**src/rtl/core/avcs_pkg.sv**
```systemverilog
// shared types and constants for the ascending vc selector
// request and result payload structs, port classes, register indexes
// no dependencies
package avcs_pkg;

  // default sizing of the hop table and vc space
  localparam int MaxHopsDef = 8;
  localparam int VcCountDef = 16;

  // field widths fixed by the interface
  localparam int PortW     = 6;
  localparam int VcW       = 4;
  localparam int HopCountW = 4;
  localparam int HopMaskW  = 8;
  localparam int PortLimW  = 7;
  localparam int CfgIdxW   = 4;
  localparam int CfgDataW  = 8;

  // port classes
  typedef enum logic [2:0] {
    CLS_NODE,
    CLS_LOCAL,
    CLS_GLOBAL,
    CLS_NOTIFY,
    CLS_RING
  } cls_t;

  // configuration register indexes
  typedef enum logic [CfgIdxW-1:0] {
    CFG_HOP_COUNT       = 4'd0,
    CFG_HOP_GLOBAL_MASK = 4'd1,
    CFG_NODE_PORT_LIMIT = 4'd2,
    CFG_GLOBAL_OFFSET   = 4'd3,
    CFG_GLOBAL_COUNT    = 4'd4,
    CFG_NOTIFY_ENABLE   = 4'd5,
    CFG_NOTIFY_PORT     = 4'd6,
    CFG_REACTIVE_MODE   = 4'd7
  } cfg_idx_t;

  // status codes
  localparam logic STATUS_OK  = 1'b0;
  localparam logic STATUS_ERR = 1'b1;

  // incoming request
  typedef struct packed {
    logic [PortW-1:0] in_port;
    logic [PortW-1:0] out_port;
    logic [VcW-1:0]   in_vc;
    logic             is_response;
  } in_req_t;

  // outgoing result
  typedef struct packed {
    logic [VcW-1:0] next_vc;
    logic           status;
  } out_res_t;

endpackage

```
**src/rtl/core/ascending_vc_selector.sv**
```systemverilog
// ascending virtual-channel selector, top level
// depends on avcs_pkg for payload types, port classes and register indexes
//
// Usage:
//   in_valid/in_ready carry one routing request (in/out port, current vc,
//   response flag). out_valid/out_ready return one result per request: the
//   vc for the output port and a status bit (1 = no legal later hop or vc
//   out of range, next_vc then 0).
//   cfg_valid/cfg_ready write the hop sequence and port thresholds; cfg_ready
//   is always high, writes to unknown indexes are dropped. Write only while
//   no request is in flight.
//   An accepted request waits in the request register until the result
//   register is free. Throughput: one request per cycle while out_ready
//   is high; all hop lanes are matched in parallel between the request
//   register and the result register.
//   Stalls: while out_ready is low the result holds, one more request may
//   sit in the request register, then in_ready drops.
//   Reset (rst_n low, synchronous) empties both stages and sets hop_count
//   to 1 and all other configuration registers to 0.
module ascending_vc_selector
  import avcs_pkg::*;
#(
  parameter int MAX_HOPS = MaxHopsDef,
  parameter int VC_COUNT = VcCountDef
) (
  input  logic                clk,
  input  logic                rst_n,
  // request channel
  input  logic                in_valid,
  output logic                in_ready,
  input  in_req_t             in_req,
  // result channel
  output logic                out_valid,
  input  logic                out_ready,
  output out_res_t            out_res,
  // configuration write channel
  input  logic                cfg_valid,
  output logic                cfg_ready,
  input  logic [CfgIdxW-1:0]  cfg_index,
  input  logic [CfgDataW-1:0] cfg_data
);

  // count and vc widths derived from the hop table size
  localparam int CntW  = $clog2(MAX_HOPS + 1);
  localparam int VcRaw = $clog2(2 * MAX_HOPS + 1);
  localparam int SelW  = (VcRaw > VcW) ? VcRaw : VcW;
  localparam int MaskW = (MAX_HOPS > HopMaskW) ? MAX_HOPS : HopMaskW;

  // configuration registers
  logic [HopCountW-1:0] hop_count_r;
  logic [HopMaskW-1:0]  hop_global_mask_r;
  logic [PortLimW-1:0]  node_port_limit_r;
  logic [PortLimW-1:0]  global_port_offset_r;
  logic [PortLimW-1:0]  global_port_count_r;
  logic                 notify_enable_r;
  logic [PortW-1:0]     notify_port_r;
  logic                 reactive_mode_r;

  // pipeline registers
  logic     s1_valid_r;
  logic     s1_valid_nxt;
  in_req_t  s1_req_r;
  logic     out_valid_r;
  logic     out_valid_nxt;
  out_res_t out_res_r;
  out_res_t out_res_nxt;

  logic out_free;
  logic s1_adv;
  logic in_acc;

  assign cfg_ready = 1'b1;

  // configuration writes
  always_ff @(posedge clk) begin
    if (!rst_n) begin
      hop_count_r          <= HopCountW'(1);
      hop_global_mask_r    <= '0;
      node_port_limit_r    <= '0;
      global_port_offset_r <= '0;
      global_port_count_r  <= '0;
      notify_enable_r      <= 1'b0;
      notify_port_r        <= '0;
      reactive_mode_r      <= 1'b0;
    end else if (cfg_valid && cfg_ready) begin
      unique case (cfg_idx_t'(cfg_index))
        CFG_HOP_COUNT:       hop_count_r          <= cfg_data[HopCountW-1:0];
        CFG_HOP_GLOBAL_MASK: hop_global_mask_r    <= cfg_data[HopMaskW-1:0];
        CFG_NODE_PORT_LIMIT: node_port_limit_r    <= cfg_data[PortLimW-1:0];
        CFG_GLOBAL_OFFSET:   global_port_offset_r <= cfg_data[PortLimW-1:0];
        CFG_GLOBAL_COUNT:    global_port_count_r  <= cfg_data[PortLimW-1:0];
        CFG_NOTIFY_ENABLE:   notify_enable_r      <= cfg_data[0];
        CFG_NOTIFY_PORT:     notify_port_r        <= cfg_data[PortW-1:0];
        CFG_REACTIVE_MODE:   reactive_mode_r      <= cfg_data[0];
        default: ;
      endcase
    end
  end

  // handshake between the two stages
  assign out_free = !out_valid_r || out_ready;
  assign s1_adv   = s1_valid_r && out_free;
  assign in_ready = !s1_valid_r || out_free;
  assign in_acc   = in_valid && in_ready;

  always_comb begin
    s1_valid_nxt = s1_valid_r;
    if (in_acc) begin
      s1_valid_nxt = 1'b1;
    end else if (s1_adv) begin
      s1_valid_nxt = 1'b0;
    end
    out_valid_nxt = out_valid_r;
    if (s1_adv) begin
      out_valid_nxt = 1'b1;
    end else if (out_ready) begin
      out_valid_nxt = 1'b0;
    end
  end

  // port classification against the threshold registers
  function automatic cls_t classify(
    input logic [PortW-1:0]    port,
    input logic [PortLimW-1:0] node_lim,
    input logic [PortLimW-1:0] glob_off,
    input logic [PortLimW-1:0] glob_cnt,
    input logic                ntf_en,
    input logic [PortW-1:0]    ntf_port
  );
    logic [PortLimW:0] glob_end;
    cls_t              c;
    glob_end = {1'b0, glob_off} + {1'b0, glob_cnt};
    if ({1'b0, port} < node_lim) begin
      c = CLS_NODE;
    end else if ({1'b0, port} < glob_off) begin
      c = CLS_LOCAL;
    end else if ({2'b00, port} < glob_end) begin
      c = CLS_GLOBAL;
    end else if (ntf_en && (port == ntf_port)) begin
      c = CLS_NOTIFY;
    end else begin
      c = CLS_RING;
    end
    return c;
  endfunction

  // hop lanes: vc numbering, input match and first later output match
  always_comb begin
    logic [MaskW-1:0]    mask_ext;
    logic [MAX_HOPS-1:0] lane_on;
    logic [MAX_HOPS-1:0] lane_glob;
    logic [MAX_HOPS-1:0] in_hit;
    logic [MAX_HOPS-1:0] cand;
    logic [MAX_HOPS-1:0] below;
    logic [CntW-1:0]     t_glob;
    logic [CntW-1:0]     t_loc;
    logic [CntW-1:0]     pre_glob;
    logic [CntW-1:0]     pre_loc;
    logic [SelW-1:0]     lane_vc [MAX_HOPS];
    logic [SelW-1:0]     sel_vc;
    logic                resp;
    logic                from_start;
    logic                ok;
    cls_t                in_cls;
    cls_t                out_cls;
    cls_t                lane_cls;

    resp     = s1_req_r.is_response && reactive_mode_r;
    mask_ext = MaskW'(hop_global_mask_r);
    in_cls   = classify(s1_req_r.in_port, node_port_limit_r, global_port_offset_r,
                        global_port_count_r, notify_enable_r, notify_port_r);
    out_cls  = classify(s1_req_r.out_port, node_port_limit_r, global_port_offset_r,
                        global_port_count_r, notify_enable_r, notify_port_r);
    from_start = (in_cls == CLS_NODE) || (in_cls == CLS_NOTIFY);

    // active lanes and their link class
    for (int i = 0; i < MAX_HOPS; i++) begin
      lane_on[i]   = int'(hop_count_r) > i;
      lane_glob[i] = mask_ext[i] && lane_on[i];
    end
    t_glob = CntW'($countones(lane_glob));
    t_loc  = CntW'($countones(lane_on)) - t_glob;

    // per lane vc and input match
    for (int i = 0; i < MAX_HOPS; i++) begin
      for (int j = 0; j < MAX_HOPS; j++) begin
        below[j] = (j < i);
      end
      pre_glob = CntW'($countones(lane_glob & below));
      pre_loc  = CntW'(i) - pre_glob;
      if (lane_glob[i]) begin
        lane_vc[i] = (resp ? SelW'(t_glob) : '0) + SelW'(pre_glob);
      end else begin
        lane_vc[i] = (resp ? SelW'(t_loc) : '0) + SelW'(pre_loc);
      end
      lane_cls  = lane_glob[i] ? CLS_GLOBAL : CLS_LOCAL;
      in_hit[i] = lane_on[i] && (lane_cls == in_cls)
                  && (lane_vc[i] == SelW'(s1_req_r.in_vc));
    end

    // a lane is a candidate if it follows the first input match
    for (int i = 0; i < MAX_HOPS; i++) begin
      for (int j = 0; j < MAX_HOPS; j++) begin
        below[j] = (j < i);
      end
      lane_cls = lane_glob[i] ? CLS_GLOBAL : CLS_LOCAL;
      cand[i]  = lane_on[i] && (lane_cls == out_cls)
                 && (from_start || ((in_hit & below) != '0));
    end

    // lowest candidate wins
    ok     = 1'b0;
    sel_vc = '0;
    for (int i = MAX_HOPS - 1; i >= 0; i--) begin
      if (cand[i]) begin
        ok     = 1'b1;
        sel_vc = lane_vc[i];
      end
    end

    // node outputs keep the incoming vc
    if (out_cls == CLS_NODE) begin
      ok     = 1'b1;
      sel_vc = SelW'(s1_req_r.in_vc);
    end

    // range check
    if (ok && (int'(sel_vc) >= VC_COUNT)) begin
      ok = 1'b0;
    end

    out_res_nxt.next_vc = ok ? sel_vc[VcW-1:0] : '0;
    out_res_nxt.status  = ok ? STATUS_OK : STATUS_ERR;
  end

  // stage valid flags
  always_ff @(posedge clk) begin
    if (!rst_n) begin
      s1_valid_r  <= 1'b0;
      out_valid_r <= 1'b0;
    end else begin
      s1_valid_r  <= s1_valid_nxt;
      out_valid_r <= out_valid_nxt;
    end
  end

  // payload registers
  always_ff @(posedge clk) begin
    if (in_acc) begin
      s1_req_r <= in_req;
    end
    if (s1_adv) begin
      out_res_r <= out_res_nxt;
    end
  end

  assign out_valid = out_valid_r;
  assign out_res   = out_res_r;

`ifndef SYNTHESIS
  // an error result carries vc 0
  a_err_zero_vc: assert property (@(posedge clk) disable iff (!rst_n)
    (out_valid_r && (out_res_r.status == STATUS_ERR)) |-> (out_res_r.next_vc == '0))
    else $error("error result with nonzero vc");

  // a good result lies inside the vc space
  a_vc_range: assert property (@(posedge clk) disable iff (!rst_n)
    (out_valid_r && (out_res_r.status == STATUS_OK)) |-> (int'(out_res_r.next_vc) < VC_COUNT))
    else $error("selected vc out of range");

  // a request moving out of stage one becomes a visible result
  a_s1_to_out: assert property (@(posedge clk) disable iff (!rst_n)
    s1_adv |=> out_valid_r)
    else $error("request lost between stages");

  // backpressure only when stage one is occupied and the result is stuck
  a_ready_low: assert property (@(posedge clk) disable iff (!rst_n)
    !in_ready |-> (s1_valid_r && out_valid_r && !out_ready))
    else $error("in_ready low without a full pipeline");

  // an accepted request is held in stage one next cycle
  a_accept_fill: assert property (@(posedge clk) disable iff (!rst_n)
    in_acc |=> s1_valid_r)
    else $error("accepted request not held");
`endif

endmodule

```
**config.mk**
```make
export PLATFORM = sky130hd
export DESIGN_NAME = ascending_vc_selector
export DESIGN_NICKNAME = d
export VERILOG_FILES = /design/src/rtl/core/avcs_pkg.sv /design/src/rtl/core/ascending_vc_selector.sv
export SDC_FILE = /design/constraint.sdc
export NUM_CORES = 1
export LEC_CHECK = 0
export BUFFER_PORTS_ARGS = -buffer_cell sky130_fd_sc_hd__buf_4
export CAP_MARGIN = 15
export CORE_ASPECT_RATIO = 0.8
export CORE_MARGIN = 4
export CORE_UTILIZATION = 35
export DETAILED_ROUTE_END_ITERATION = 12
export PLACE_DENSITY = 0.53
export SETUP_SLACK_MARGIN = 0.4
export SYNTH_ARGS = -nofsm -noshare
export SYNTH_HDL_FRONTEND = slang
export SYNTH_SLANG_ARGS = --single-unit
```
**constraint.sdc**
```tcl
create_clock -name clk -period 8.3 [get_ports clk]
set_input_delay 1.245 -clock clk [delete_from_list [all_inputs] [get_ports clk]]
set_output_delay 1.245 -clock clk [all_outputs]
set_load 0.02 [all_outputs]
```
==> impl_results.md <==
- Worst-skew pair later-pin latency: 0.33 ns
- H-tree depth: 3
- Count leader, synth: ha_1
- CP Capture Type: flop
- I/O Buffers: 40
- # diodes: 0
- Setup CP Type: flop to flop
- CTS Sinks: 65
- Overall Power: 0.9197 mW
- Crit share post-route: 0.9166
- Fmax: 131.4 MHz
- CP required: 8.37 ns
- Core area: 22,680 sq um
- Layout cells sized above 1: 0.1392
- Synth cell count leaders: ha_1 (105), inv_1 (69), a21oi_1 (62)
- Setup TNS: 0 ns
- Worst hold slack: 0.5059 ns
- Post-layout nets: 1,137
- Mapped Nets: 1,088
- Global-route total usage across every layer: 0.2078
- RSZ-0062 raised after global routing: false
- Root Buffer: clkbuf_16
- Max clock buf depth: 2
- DP HPWL: 21,850 um
- Setup violators final: 0
- DRC Markers: 0
- CTS tree: done
- Async SR Flop Fraction: 0
- Min Clock Period, post-route: 7.608 ns
- Post-Layout Cell Count: 1,283
- Detailed Route WL: 26,460 um
- Post-synthesis area per instance: 8.825 sq um
- Routed WL per cell: 20.63 um
- GP Congestion: 1.008
- Initial antenna violation count: 0
- Post-route ant nets: 0
- Clk_skew: 0.006465 ns
- Synth area leader: ha_1
- Chip width: 178.6 um
- Worst Tran Pin Value: 1.013 ns
- Via count: 7,037
- Post-synthesis register bit count: 65
- Placed cells: 1,266
- Max-Cap Viols: 0
- Pint: 0.6767 mW
- Static leakage: 4.071 nW
- Top FF cell, synth: dfxtp_1
- Die ar.: 25,790 sq um
- Clock share of power: 0.444
- FF+latch area: 1525 sq um
- Layout Area Growth over Synthesis: 14.12%
- Data arrival, critical path: 7.68 ns
- Final setup margin: 0.6920 ns
- Slew HR: 0.3247
- Max rail drop VDD: 73.93 uV
- Cells after synthesis: 923
- Sw Pwr: 0.2430 mW
- Main area contributors after synthesis: ha_1 (16%), dfxtp_1 (11%), edfxtp_1 (8.1%)
- Worst Setup Start Kind: flop
- Post-synth top area share: 0.1613
- Power per standard cell area: 98.95 nW/um^2
- CP max FO: 11
- Placement Setup Slack: 0.1944 ns
- Die height: 144.4 um
- Drt first-iter violations: 625
- Number of synthesized flops with an enable pin: 22
- Cell area after synthesis: 8145 sq um
- Num rows: 49
- Area of the multi-input gates: 6231 sq um
- Register clock-pin slew on the reported worst setup and hold paths: 0.05 ns
- Hold bufs inserted after CTS: 0
- Logic pwr share: 0.168
- Seq/Total Area, Yosys: 0.1868
- I/O pins: 42
- Cts bufs inserted: 9
- Starting Density: 0.3591
- Synth cell types: 89
- Filler instances: 2,291
- Status: finished clean
- Net Sw Frac: 0.2642
- Grt total ovfl: 0
- Vias in the first global route: 6,687
- Final hold vios: 0
- First-pass GRT wire length: 40,430 um
- Final Max Slew Viols: 0
- Mean number of vias per cell: 5.485
- First-pass detailed-route iteration total: 5
- Largest net degree at the start of global routing: 44
- Yosys warns: 0
- HP Class: flop to flop
- Sequential power share: 0.388
==> registers in the layout, summed over array words and instances, names as in the netlist <==
name                  flops
reactive_mode_r           1
out_res                   5
out_valid                 1
s1_valid_r                1
hop_global_mask_r         8
global_port_offset_r      7
notify_port_r             6
node_port_limit_r         7
hop_count_r               4
s1_req_r                 17
notify_enable_r           1
global_port_count_r       7
==> final timing paths <==
check	from	endpoint	slack, ns	depth (start not counted)
hold / removal	s1_valid_r	out_valid	0.51	1
setup / recovery	hop_count_r[0]	out_res[3]	0.69	27
setup reg to reg	hop_count_r[0]	out_res[3]	0.69	27
hold reg to reg	s1_valid_r	out_valid	0.51	1
==> power by group through the flow <==
stage / registers (mW) / logic (mW) / clock network, mW
CTS: 0.356 / 0.151 / 0.420
finish: 0.357 / 0.154 / 0.409
detailed placement: 0.363 / 0.150 / 0
global placement: 0.363 / 0.150 / 0
floorplan: 0.355 / 0.0999 / 0
global route: 0.357 / 0.169 / 0.434
==> worst max-delay path: stages, from the launching register on <==
cell and delay (ns):
dfxtp_1 0.39, a31oi_1 0.41, inv_1 0.23, nand2_1 0.15, inv_1 0.10, fa_1 0.52, ha_1 0.35, ha_1 0.28
inv_1 0.05, fa_1 0.52, fa_1 0.41, ha_1 0.24, fa_1 0.44, and3_4 0.25, buf_4 0.18, fa_1 0.45
xor2_1 0.18, nor2_1 0.06, a21oi_1 0.14, xnor2_1 0.13, nand4_1 0.12, or4_1 0.57, nand2_1 0.12, nor3_2 0.06
mux2i_1 0.20, a221o_1 0.37, a2111oi_2 0.36, nor3_2 0.08
==> metrics by stage <==
step | cell area, sq um | util
after floorplan | 8147 | -
after global placement | 8907 | 0.3927
after detailed placement | 8907 | 0.3927
after CTS | 9234 | 0.4071
after global routing | 9295 | 0.4098
final | 9295 | 0.4098
==> area by class of cell <==
class	count	area share
sequential	65	0.1641
tap	306	0.04119
timing repair buffer	72	0.05815
inverter	75	0.03163
multi-input combinational	749	0.6703
clock inverter	5	0.008480
clock buffer	11	0.02611
==> routing by layer <==
layer  global-route usage  share of wire  up-vias  wire length, um
li1                     -              -     3438                -
met1               0.3244           0.52     3338            13670
met2               0.2811           0.38      241            10160
met3              0.06299          0.091       20             2398
met4              0.03391         0.0088        0              232
met5                    0              0        -                0
==> cells by family after synthesis <==
logic type | after synthesis | synth area share
simple gates | 267 | 0.1799
buf+inv | 109 | 0.05576
mux | 61 | 0.07512
other cells | 1 | 0.0004604
flops | 65 | 0.1868
compound gates | 215 | 0.1886
xor+xnor | 73 | 0.08694
fa+ha+maj | 132 | 0.2264
==> placed cells by master (no fill, tap or decap), types with 9 or more instances in the layout <==
master and n:
ha_1 104, buf_4 72, inv_1 68, a21oi_1 62, mux2i_1 57, nor2b_1 52, nand2_1 52, nor2_1 48
xnor2_1 47, dfxtp_1 40, o21ai_0 33, fa_1 25, a21o_1 23, edfxtp_1 22, xor2_1 19, nand3_1 17
nor3_1 14, nand2b_1 10, nand4_1 9, clkbuf_16 9
==> what timing repair did <==
item / 4_1_cts / 5_1_grt
endpoints found under the setup margin: 5 / 5
pin swaps: 1 / 1
gates resized for setup: 2 / 18
buffers inserted: 0 / 1
cloned: 0 / 0
Note: power is estimated with default switching activity, not from simulation.
